==> src/rtl/heading_error_steer_core_macros.svh <==
// assertion helpers for the steering core
`ifndef HEADING_ERROR_STEER_CORE_MACROS_SVH
`define HEADING_ERROR_STEER_CORE_MACROS_SVH

// implication checked on every rising clock edge outside reset
`define HES_ASSERT_IMPL(label, ante, cons, msg) \
    label: assert property (@(posedge i_clk) disable iff (!i_rst_n) (ante) |-> (cons)) \
        else $error(msg);

// implication whose consequent is checked in the cycle after the antecedent
`define HES_ASSERT_NEXT(label, ante, cons, msg) \
    label: assert property (@(posedge i_clk) disable iff (!i_rst_n) (ante) |=> (cons)) \
        else $error(msg);

`endif

==> src/rtl/hes_pkg.sv <==
package hes_pkg;

    localparam int TURN_UNITS    = 23040;
    localparam int ATAN_ENTRIES  = 24;
    localparam int SINE_ITER_DEF = 16;
    localparam int CW_RESET      = 16384;
    localparam int DIV_STEPS     = 16;

    typedef logic signed [16:0] t_diff;
    typedef logic signed [15:0] t_q15;

    // quadrant codes
    localparam logic [1:0] QUAD_Y     = 2'd0;
    localparam logic [1:0] QUAD_X     = 2'd1;
    localparam logic [1:0] QUAD_NEG_Y = 2'd2;
    localparam logic [1:0] QUAD_NEG_X = 2'd3;

    // arctangent table, units of 2^-32 turn
    function automatic logic [29:0] atan_lut(input int idx);
        logic [29:0] r;
        r = 30'd0;
        unique case (idx)
            0:  r = 30'd536870912;
            1:  r = 30'd316933406;
            2:  r = 30'd167458907;
            3:  r = 30'd85004756;
            4:  r = 30'd42667331;
            5:  r = 30'd21354465;
            6:  r = 30'd10679838;
            7:  r = 30'd5340245;
            8:  r = 30'd2670163;
            9:  r = 30'd1335087;
            10: r = 30'd667544;
            11: r = 30'd333772;
            12: r = 30'd166886;
            13: r = 30'd83443;
            14: r = 30'd41722;
            15: r = 30'd20861;
            16: r = 30'd10430;
            17: r = 30'd5215;
            18: r = 30'd2608;
            19: r = 30'd1304;
            20: r = 30'd652;
            21: r = 30'd326;
            22: r = 30'd163;
            23: r = 30'd81;
            default: r = 30'd0;
        endcase
        return r;
    endfunction

endpackage

==> src/rtl/hes_angle.sv <==
// difference, reduction to one turn and conversion to binary angle
module hes_angle (
    input  logic                 i_clk,
    input  logic                 i_rst_n,
    input  logic                 i_valid,
    input  logic signed [15:0]   i_heading,
    input  logic signed [15:0]   i_target,
    output logic                 o_valid,
    output hes_pkg::t_diff       o_diff,
    output logic [31:0]          o_bangle
);
    import hes_pkg::*;

    logic          r_v1, r_v2, r_v3;
    t_diff         r_d1, r_d2, r_d3;
    logic [14:0]   r_m;
    logic [31:0]   r_u;
    t_diff         n_d;
    logic signed [18:0] n_m;
    logic [14:0]   n_mr;

    // stage 1: difference
    assign n_d = t_diff'(i_target) - t_diff'(i_heading);

    // stage 2: modulo one turn (|d| < 3 turns, so one offset picked by range)
    always_comb begin
        priority if (r_d1 < -17'sd46080) n_m = 19'(r_d1) + 19'sd69120;
        else if (r_d1 < -17'sd23040)      n_m = 19'(r_d1) + 19'sd46080;
        else if (r_d1 < 17'sd0)           n_m = 19'(r_d1) + 19'sd23040;
        else if (r_d1 < 17'sd23040)       n_m = 19'(r_d1);
        else if (r_d1 < 17'sd46080)       n_m = 19'(r_d1) - 19'sd23040;
        else                              n_m = 19'(r_d1) - 19'sd46080;
        n_mr = n_m[14:0];
    end

    // valids travel with the data
    always_ff @(posedge i_clk) begin
        if (!i_rst_n) begin
            r_v1 <= 1'b0; r_v2 <= 1'b0; r_v3 <= 1'b0; o_valid <= 1'b0;
        end else begin
            r_v1 <= i_valid; r_v2 <= r_v1; r_v3 <= r_v2; o_valid <= r_v3;
        end
    end

    always_ff @(posedge i_clk) begin
        r_d1   <= n_d;
        r_m    <= n_mr;
        r_d2   <= r_d1;
        r_d3   <= r_d2;
        o_diff <= r_d3;
    end

    // quotient: q = floor((m*2^23 + 22)/45) with m < 23040
    // q = m*186413 + floor((m*23 + 22)/45) since 2^23 = 45*186413 + 23
    logic [14:0] r_m2;
    logic [19:0] r_small;
    always_ff @(posedge i_clk) begin
        r_m2    <= r_m;
        r_small <= 20'(r_m) * 20'd23 + 20'd22;
    end

    // small quotient by reciprocal ceil(2^25/45), exact for inputs below 780336
    logic [31:0] n_u;
    logic [31:0] n_hi;
    logic [19:0] n_lo;
    always_comb begin
        n_hi = 32'(r_m2) * 32'd186413;
        n_lo = 20'((40'(r_small) * 40'd745655) >> 25);
        n_u  = n_hi + 32'(n_lo);
    end
    always_ff @(posedge i_clk) r_u <= n_u;

    assign o_bangle = r_u;
endmodule

==> config.mk <==
export PLATFORM = sky130hd
export DESIGN_NAME = hes_angle
export DESIGN_NICKNAME = d
export VERILOG_FILES = /design/src/rtl/heading_error_steer_core_macros.svh /design/src/rtl/hes_pkg.sv /design/src/rtl/hes_angle.sv
export SDC_FILE = /design/constraint.sdc
export NUM_CORES = 1
export LEC_CHECK = 0
export ABC_AREA = 1
export BUFFER_PORTS_ARGS = -buffer_cell sky130_fd_sc_hd__buf_2
export CORE_UTILIZATION = 25
export DETAILED_ROUTE_END_ITERATION = 16
export GPL_ROUTABILITY_DRIVEN = 1
export SLEW_MARGIN = 20
export SYNTH_ARGS = -nofsm -noshare
export SYNTH_HDL_FRONTEND = slang
export SYNTH_SLANG_ARGS = --single-unit
==> constraint.sdc <==
create_clock -name i_clk -period 10.1 [get_ports i_clk]
set_input_delay 0 -clock i_clk [delete_from_list [all_inputs] [get_ports i_clk]]
set_output_delay 0 -clock i_clk [all_outputs]
set_load 0.005 [all_outputs]
# Word level (Yosys, flattened, before mapping)
# Index checks and enable logic that the tools add are counted.
[totals] ff_bits=154 input_bits=35 elab_cells=33
[classes] mux=5 multipliers=3 order_cmp=5 addsub=8
[ops] operator="15-bit two-way mux" count=5
[ops] operator="20-bit by 20-bit multiplier with 40-bit output (second input constant)" count=1
[ops] operator="17-bit by 16-bit less-than comparator with 1-bit output (second input constant)" count=2
[ops] operator="17-bit less-than comparator (second input constant)" count=2
[ops] operator="32-bit by 15-bit adder with 32-bit output" count=1
[ops] operator="15-bit by 18-bit multiplier with 32-bit output (second input constant)" count=1
[ops] operator="15-bit adder (second input constant)" count=2
[ops] operator="15-bit subtractor (second input constant)" count=2
[ops] operator="20-bit by 5-bit adder with 20-bit output (second input constant)" count=1
[ops] operator="15-bit by 5-bit multiplier with 20-bit output (second input constant)" count=1
[ops] operator="17-bit by 1-bit less-than comparator with 1-bit output (second input constant)" count=1
[ops] operator="16-bit by 16-bit subtractor with 17-bit output" count=1
[ops] operator="15-bit by 13-bit adder with 15-bit output (second input constant)" count=1

# Longest topological paths before layout
# Gate-level depths: netlist of the first run.
[depth] word_depth=6 ltp_mapped=44 mapped_depth_nobuf=44

# Least setup slack after synthesis of the first run
# No wires, ideal clock.
[synth_timing] kind="register -> register" start="reg r_small[5]" end="reg r_u[25] (netlist: o_bangle[25])" path_stages_with_launch=34 slack_ps=2554 arrival_ps=7433 synth_period_minus_slack_ps=7546 setup_ps=113 path_buffers=1 path_cell_list="dfxtp_1 > ha_1 > clkbuf_1 > xor2_1 > ha_1 > fa_1 > inv_1 > fa_1 > fa_1 > inv_1 > fa_1 > ha_1 > ha_1 > nand2_1 > nor2_1 > nand2_1 > nor2_1 > nand4_1 > nand4_1 > nand2_1 > fa_1 > fa_1 > fa_1 > inv_1 > ha_1 > nand2_1 > nor2_1 > inv_1 > nor3_1 > nand3_1 > nand3_1 > nand2_1 > inv_1 > nor2_1"
[synth_between] elab_chain_cells=2
[synth_lines] element="start, declared" line="hes_angle.sv:56" text="logic [19:0] r_small;"
[synth_lines] element="start signal, assigned" line="hes_angle.sv:59" text="r_small <= 20'(r_m) * 20'd23 + 20'd22;"
[synth_lines] element="20-bit by 20-bit multiplier with 40-bit output" line="hes_angle.sv:68" text="n_lo = 20'((40'(r_small) * 40'd745655) >> 25);"
[synth_lines] element="32-bit by 15-bit adder with 32-bit output" line="hes_angle.sv:69" text="n_u = n_hi + 32'(n_lo);"
[synth_lines] element="net n_u[25]" line="hes_angle.sv:63" text="logic [31:0] n_u;"
[synth_lines] element="end signal, assigned" line="hes_angle.sv:71" text="always_ff @(posedge i_clk) r_u <= n_u;"
[synth_lines] element="end, declared" line="hes_angle.sv:17" text="logic [31:0] r_u;"
# The timed path passes the listed nets, and every way through them passes these cells.
# A chain may end at the register's enable or synchronous reset.

# Final worst setup path of the first run
[layout_timing] start="reg r_small[8]" end="reg r_u[26] (netlist: o_bangle[26])"
# The elaborated chain is that of the path after synthesis.

==> impl_metrics.json, run 1 <==
{
  "path_buf_inv": 3,
  "cts_htree_levels": 4,
  "max_cap_viol_count": 0,
  "required_ns": 10.46,
  "r2r_slack_ns": 1.46,
  "n_fill_cell": 8235,
  "post_cts_resized": 0,
  "die_y_um": 281,
  "stdcell_count": 3507,
  "core_um2": 76500,
  "timing.setup.tns_ns": 0,
  "finalWirelength_um": 50300,
  "dr.pass1.iters": 5,
  "antenna_left": 0,
  "rsz0062_at_grt": "no",
  "route.vias.total": 15100,
  "grt_pass1_vias": 15500,
  "synth.avg_cell_area_um2": 8.29,
  "hold_slack_ns": 0.0218,
  "ys_seq_area_share_pct": 13.9,
  "crit_family": "adder cells",
  "port_buffers": 84,
  "fin_nets": 3127,
  "crit_path_start_kind": "flop",
  "overflow": 0,
  "worstMarginPinSlew_ns": 0.687,
  "root_buffer": "clkbuf_16",
  "initial_core_util_pct": 25.4,
  "fmax_ghz": 0.116,
  "async_flop_share_pct": 0,
  "insertion_delay_ns": 0.47,
  "hp-class": "in2reg",
  "die_w_um": 281,
  "syn2layout_area_growth_pct": 12.8,
  "setup_viol": 0,
  "mostFrequentLayoutCells": "inv_1 (573), nand2_1 (395), ha_1 (393)",
  "cts_inserted_buffers": 17,
  "path_max_fanout": 6,
  "viasPerCell": 4.31,
  "diodes": 0,
  "cts.sinks": 135,
  "hold_violations": 0,
  "synth_ff_type": "dfxtp_1",
  "final_common_cell": "inv_1",
  "synth_area_leaders": "ha_1 (25%), fa_1 (24%), dfxtp_1 (14%)",
  "slew_headroom_pct": 54.1,
  "grt_usage_pct": 13.4,
  "drv_slew": 0,
  "r2r-end": "o_bangle[26]$_DFF_P_",
  "ys.warnings.count": 0,
  "rows": 101,
  "synthDistinctLibCells": 42,
  "synth_area_leader_cell": "ha_1",
  "cp-startpoint": "r_small[8]$_DFF_P_",
  "synth_top_area_share_pct": 25.3,
  "cts_tree": "done",
  "synth_area_um2": 19400,
  "cts_buffer_depth": 2,
  "routedWlPerCell_um": 14.3,
  "endpoint": "o_bangle[26]$_DFF_P_",
  "cpMaxStageDelayCell": "dfxtp_1",
  "slowest_delay_ns": 0.57,
  "drive_above_1_share_pct": 6.30,
  "antenna_found_initial": 2,
  "period_needed_ns": 8.64,
  "dp.cells": 3455,
  "drt_iter0_markers": 903,
  "io_pins": 85,
  "drc": 0,
  "synth_nets": 3007,
  "synth_edf_count": 0,
  "final_core_util_pct": 28.6,
  "crit_path_end_kind": "flop",
  "r2r_start": "r_small[8]$_DFF_P_",
  "fin_crit_sh_pct": 85.6,
  "worstRegToRegCells": 31,
  "grt_max_degree": 17,
  "skew_ns": 0.0203,
  "hpwl_um": 44400,
  "path_clk_slew_ns": 0.06,
  "critPathArrivalTime_ns": 9.00,
  "dieArea_um2": 78800,
  "cp.depth": 31,
  "path_class": "reg2reg",
  "grt_pass1_wl_um": 82600,
  "status": "finished clean",
  "syn_inst": 2344,
  "globalplace.congestion": 0.959,
  "ys_ff_latch": 135
}
-- synth_stat cells (4+ instances only) --
cell,number
nand3_1,82
o21ai_0,55
xor2_1,63
nand3_2,4
o21ai_2,6
o21bai_1,9
fa_1,235
nor3_1,21
nand2_2,12
a21oi_1,117
xnor2_1,16
nor4_1,4
o21ai_1,6
a21o_1,17
ha_1,393
inv_1,573
nor2_2,6
nand4_1,22
nand2_1,395
nand3b_1,5
nor2_1,136
dfxtp_1,135
-- worst reg2reg max path: cells and delay by family (launching register included) --
family	cells	cell delay [ns]
flops	1	0.57
xor+xnor	1	0.20
simple gates	12	1.62
compound gates	3	0.73
buf+inv	3	0.16
fa+ha+maj	12	5.27
-- kinds of logic after synthesis --
logic type                 Yosys count  share of synthesized area [%]
adders and majority gates          628                           49.5
and+or+nand+nor                    692                           15.0
DFF                                135                           13.9
buffers and inverters              580                           11.3
xor gates and xnor gates            79                           3.56
AOI/OAI and AO/OA                  230                           6.67
-- sequential cells by signal (all words and copies together) (netlist names) --
signal    flops
o_bangle     32
r_small      20
o_diff       17
r_d1         17
r_m          15
r_m2         14
r_d2          8
r_d3          8
o_valid       1
r_v1          1
r_v2          1
r_v3          1
-- layout make-up --
cell class,instances,area [um2],area share (%)
multi-input combinational,1629,14500,66.3
sequential,135,2700,12.3
inverter,576,2160,9.88
tap,1030,1290,5.88
timing repair buffer,105,628,2.87
clock buffer,18,429,1.96
clock inverter,14,168,0.766
-- repair_timing --
item | 4_1_cts | 5_1_grt
setup buffers | 0 | 0
hold buffers | 20 | 0
endpoints found under the hold margin | 17 | 0
-- layer usage --
metal  global-route usage [%]  wire length (um)
met5                        0                14
met4                     3.71              1180
met3                     1.79              2280
met2                     22.1             22800
met1                     18.2             24000
-- metrics by stage --
stage               cell area (um2)  worst slack (ns)
finish                        21900              1.46
CTS                           21900              1.50
detailed placement            21100              1.54
global route                  21900              1.01
global placement              21100              1.46
floorplan                     19400              2.55
-- how the worst min path moves through the flow --
stage	startpoint	end	slack, ns	depth (start not counted)
finish	i_heading[8]	r_d1[8]$_DFF_P_	0.02	4
global route	i_target[2]	r_d1[2]$_DFF_P_	0.03	3
CTS	i_target[2]	r_d1[2]$_DFF_P_	0.008	3
detailed placement	i_valid	r_v1$_SDFF_PN0_	0.18	3
global placement	i_valid	r_v1$_SDFF_PN0_	0.18	3
floorplan	i_rst_n	r_v1$_SDFF_PN0_	0.09	2
Power of run 1 is not shown: default switching activity piles up to over one toggle a cycle in this logic, so the estimate is an artifact.
==> run 2: changes to the inputs <==
==> constraint.sdc (replaced) <==
create_clock -name i_clk -period 10.7 [get_ports i_clk]
set_input_delay 0 -clock i_clk [delete_from_list [all_inputs] [get_ports i_clk]]
set_output_delay 0 -clock i_clk [all_outputs]
set_load 0.005 [all_outputs]
==> run 2 against run 1 <==
Against the previous run:
- wire length is 0.72% higher
- via count is 0.27% lower
- count of clock-buffer cells in the layout is 1 higher
- core utilization hardly changed
==> impl_metrics.json, run 2 (synthesized netlist as in run 1, its figures left out) <==
{
  "port_buffers": 84,
  "viasPerCell": 4.30,
  "path_class": "reg2reg",
  "hpwl_um": 44700,
  "grt_pass1_wl_um": 84500,
  "cts_tree": "done",
  "required_ns": 11.05,
  "die_w_um": 281,
  "drt_iter0_markers": 963,
  "r2r_slack_ns": 2.10,
  "cp-startpoint": "r_small[3]$_DFF_P_",
  "overflow": 0,
  "cts_buffer_depth": 2,
  "r2r_start": "r_small[3]$_DFF_P_",
  "grt_max_degree": 17,
  "io_pins": 85,
  "multiInputGateArea_um2": 14500,
  "globalplace.congestion": 0.921,
  "worstMarginPinSlew_ns": 0.681,
  "hp-class": "in2reg",
  "dr.pass1.iters": 7,
  "antenna_found_initial": 1,
  "cts_setup_buffers": 0,
  "fmax_ghz": 0.116,
  "rows": 101,
  "path_clk_slew_ns": 0.07,
  "hold_violations": 0,
  "timing.setup.tns_ns": 0,
  "syn2layout_area_growth_pct": 12.7,
  "core_um2": 76500,
  "antenna_left": 0,
  "cts_htree_levels": 4,
  "stdcell_count": 3506,
  "insertion_delay_ns": 0.46,
  "root_buffer": "clkbuf_16",
  "diodes": 0,
  "final_common_cell": "inv_1",
  "worstRegToRegCells": 31,
  "setup_viol": 0,
  "finalWirelength_um": 50700,
  "grt_pass1_vias": 16000,
  "dp.cells": 3455,
  "crit_path_start_kind": "flop",
  "cts_inserted_buffers": 17,
  "n_fill_cell": 8250,
  "r2r-end": "o_bangle[26]$_DFF_P_",
  "critPathArrivalTime_ns": 8.95,
  "dieArea_um2": 78800,
  "mostFrequentLayoutCells": "inv_1 (573), nand2_1 (395), ha_1 (393)",
  "slew_headroom_pct": 54.5,
  "period_needed_ns": 8.60,
  "route.vias.total": 15100,
  "drv_slew": 0,
  "cts.sinks": 135,
  "path_max_fanout": 5,
  "endpoint": "o_bangle[26]$_DFF_P_",
  "die_y_um": 281,
  "cpMaxStageDelayCell": "fa_1",
  "largest_register_ffs": 32,
  "skew_ns": 0.0136,
  "max_cap_viol_count": 0,
  "drive_above_1_share_pct": 6.34,
  "grt_usage_pct": 13.7,
  "dpl-instance-area_um2": 21100,
  "crit_path_end_kind": "flop",
  "slowest_delay_ns": 0.55,
  "drc": 0,
  "final_area_um2": 21900,
  "initial_core_util_pct": 25.4,
  "fin_nets": 3126,
  "seqCellArea_um2": 2700,
  "fin_crit_sh_pct": 80.4,
  "routedWlPerCell_um": 14.4,
  "status": "finished clean",
  "rsz0062_at_grt": "no"
}
-- run 2: area by class of cell --
cell class,instances,area share (%)
inverter,576,9.89
timing repair buffer,104,2.82
sequential,135,12.3
clock buffer,19,2.07
multi-input combinational,1629,66.3
tap,1030,5.89
clock inverter,13,0.635
-- run 2: what timing repair did --
item	CTS	global route
endpoints found under the setup margin	0	0
hold endpoints to repair	16	0
hold buffers	19	0
resized for setup	0	0
-- run 2: per-stage QoR --
step | worst slack (ns) | hold slack [ns] | util, %
after global placement | 2.19 | 0.182 | 27.6
after detailed placement | 2.21 | 0.186 | 27.6
after CTS | 2.15 | 0.00216 | 28.6
final | 2.10 | 0.0236 | 28.6
after global routing | 1.63 | 0.0360 | 28.6
after floorplan | 3.15 | 0.0935 | -
-- run 2: how the worst min path moves through the flow --
stage,cells after the start,start,end
floorplan,2,i_rst_n,r_v1$_SDFF_PN0_
global placement,3,i_valid,r_v1$_SDFF_PN0_
detailed placement,3,i_valid,r_v1$_SDFF_PN0_
CTS,4,i_heading[10],r_d1[10]$_DFF_P_
global route,4,i_heading[11],r_d1[11]$_DFF_P_
finish,3,i_target[2],r_d1[2]$_DFF_P_
-- run 2: worst max-delay path: cells and delay by family (launching register included) --
family,cells,cell delay [ns]
simple gates,12,1.62
buf+inv,4,0.23
flops,1,0.54
fa+ha+maj,11,4.94
xor+xnor,1,0.45
compound gates,3,0.72
-- run 2: metal layers --
metal / global-route usage, % / part of all wire (%) / vias up
met2: 23.0 / 46 / 313
met4: 3.60 / 2.0 / 0
li1: - / - / 7560
met1: 18.0 / 47 / 7152
met3: 2.37 / 4.5 / 57
met5: 0 / 0 / -
Power of run 2 is left out for the same reason.
==> run 3: changes to the inputs <==
==> constraint.sdc (replaced) <==
create_clock -name i_clk -period 7.34 [get_ports i_clk]
set_input_delay 0 -clock i_clk [delete_from_list [all_inputs] [get_ports i_clk]]
set_output_delay 0 -clock i_clk [all_outputs]
set_load 0.005 [all_outputs]
==> run 3 against run 2 <==
Against the previous run:
- the flow now finishes with violations (negative setup slack)
- final area grew 19%
- die area is the same
- worst setup slack lost 2.4 ns
- cell count grew 7.6%
- maximum frequency grew 13%
- critical path depth is the same
- clock skew grew 0.0087 ns
- critical path type unchanged
==> impl_metrics.json, run 3 (synthesized netlist as in run 1, its figures left out) <==
{
  "status": "finished, violations left",
  "violations": "negative setup slack",
  "worstMarginPinSlew_ns": 0.686,
  "die_w_um": 281,
  "seqCellArea_um2": 2760,
  "period_needed_ns": 7.63,
  "cts_tree": "done",
  "route.vias.total": 16200,
  "root_buffer": "clkbuf_16",
  "multiInputGateArea_um2": 16500,
  "cts.sinks": 135,
  "fin_crit_sh_pct": 104,
  "slew_headroom_pct": 53.9,
  "grt_pass1_vias": 17300,
  "drt_iter0_markers": 731,
  "fmax_ghz": 0.131,
  "dp.cells": 3696,
  "grt_max_degree": 17,
  "drv_slew": 0,
  "cpMaxStageDelayCell": "fa_2",
  "hold_violations": 0,
  "cts_inserted_buffers": 17,
  "stdcell_count": 3773,
  "path_clk_slew_ns": 0.07,
  "max_cap_viol_count": 0,
  "skew_ns": 0.0224,
  "dr.pass1.iters": 5,
  "timing.setup.tns_ns": -4.57,
  "grt_usage_pct": 14.7,
  "viasPerCell": 4.29,
  "antenna_found_initial": 3,
  "mostFrequentLayoutCells": "inv_1 (548), nand2_1 (336), ha_1 (313)",
  "core_um2": 76500,
  "hold_slack_ns": 0.0144,
  "n_fill_cell": 7884,
  "syn2layout_area_growth_pct": 33.9,
  "rows": 101,
  "hpwl_um": 47900,
  "dieArea_um2": 78800,
  "final_common_cell": "inv_1",
  "die_y_um": 281,
  "largest_register_ffs": 32,
  "required_ns": 7.69,
  "slowest_delay_ns": 0.64,
  "critPathArrivalTime_ns": 7.98,
  "cts_htree_levels": 4,
  "fin_ws_ns": -0.286,
  "crit_top_cell": "nand2_1",
  "drive_above_1_share_pct": 27.4,
  "path_max_fanout": 4,
  "io_pins": 85,
  "cts_buffer_depth": 2,
  "crit_path_start_kind": "flop",
  "antenna_left": 0,
  "routedWlPerCell_um": 14.8,
  "rsz0062_at_grt": "yes",
  "globalplace.congestion": 0.918,
  "fin_nets": 3394,
  "insertion_delay_ns": 0.46,
  "setup_viol": 22,
  "grt_pass1_wl_um": 90600,
  "hp-class": "in2reg",
  "finalWirelength_um": 55900,
  "initial_core_util_pct": 25.4,
  "overflow": 0,
  "path_class": "reg2reg",
  "drc": 0,
  "port_buffers": 84,
  "crit_path_end_kind": "flop",
  "diodes": 0
}
## run 3: path summary, 6_finish.rpt
| check | from | to | slack, ns | cells past startpoint |
|---|---|---|---|---|
| setup / recovery | r_small[18]$_DFF_P_ | o_bangle[27]$_DFF_P_ | -0.29 | 31 |
| hold / removal | i_heading[12] | r_d1[12]$_DFF_P_ | 0.01 | 4 |
| setup reg to reg | r_small[18]$_DFF_P_ | o_bangle[27]$_DFF_P_ | -0.29 | 31 |
| hold reg to reg | r_d1[1]$_DFF_P_ | r_m[1]$_DFF_P_ | 0.33 | 0 |
## run 3: timing repair
item                                    CTS  global route
endpoints found under the setup margin   28            27
buffers inserted                         15            16
hold buffers                             16             0
gates resized for setup                 260           153
pin swaps                               106           110
hold endpoints to repair                 15             0
## run 3: critical path, delay by kind of cell, from the launching register on
| kind | cells | cell delay [ns] |
|---|---|---|
| buffers and inverters | 5 | 0.51 |
| DFF | 1 | 0.53 |
| adders and majority gates | 12 | 5.00 |
| AOI/OAI and AO/OA | 2 | 0.34 |
| and+or+nand+nor | 12 | 1.14 |
## run 3: metal layers
layer	GRT usage (%)	share of wire, %	routed length [um]	vias to the layer above
met5	0	0.020	11	-
met3	1.99	4.4	2470	61
li1	-	-	-	8082
met2	25.3	48	26900	295
met4	3.81	2.1	1150	2
met1	19.1	45	25300	7752
## run 3: stage by stage
step                      util [%]  worst slack (ns)  area [um2]
after global placement        30.2            -0.747       23100
after global routing          34.0            -0.579       26000
after floorplan                  -          0.000839       19600
after CTS                     32.8            -0.229       25100
after detailed placement      30.2            -0.827       23100
final                         34.0            -0.286       26000
## run 3: cell type report
| cell class | count | share of cell area [%] |
|---|---|---|
| Clock buffer | 19 | 1.74 |
| Clock inverter | 12 | 0.423 |
| Inverter | 576 | 8.34 |
| Multi-Input combinational cell | 1629 | 63.6 |
| Sequential cell | 135 | 10.6 |
| Tap cell | 1030 | 4.96 |
| Timing Repair Buffer | 372 | 10.3 |
Power of run 3 is left out for the same reason.
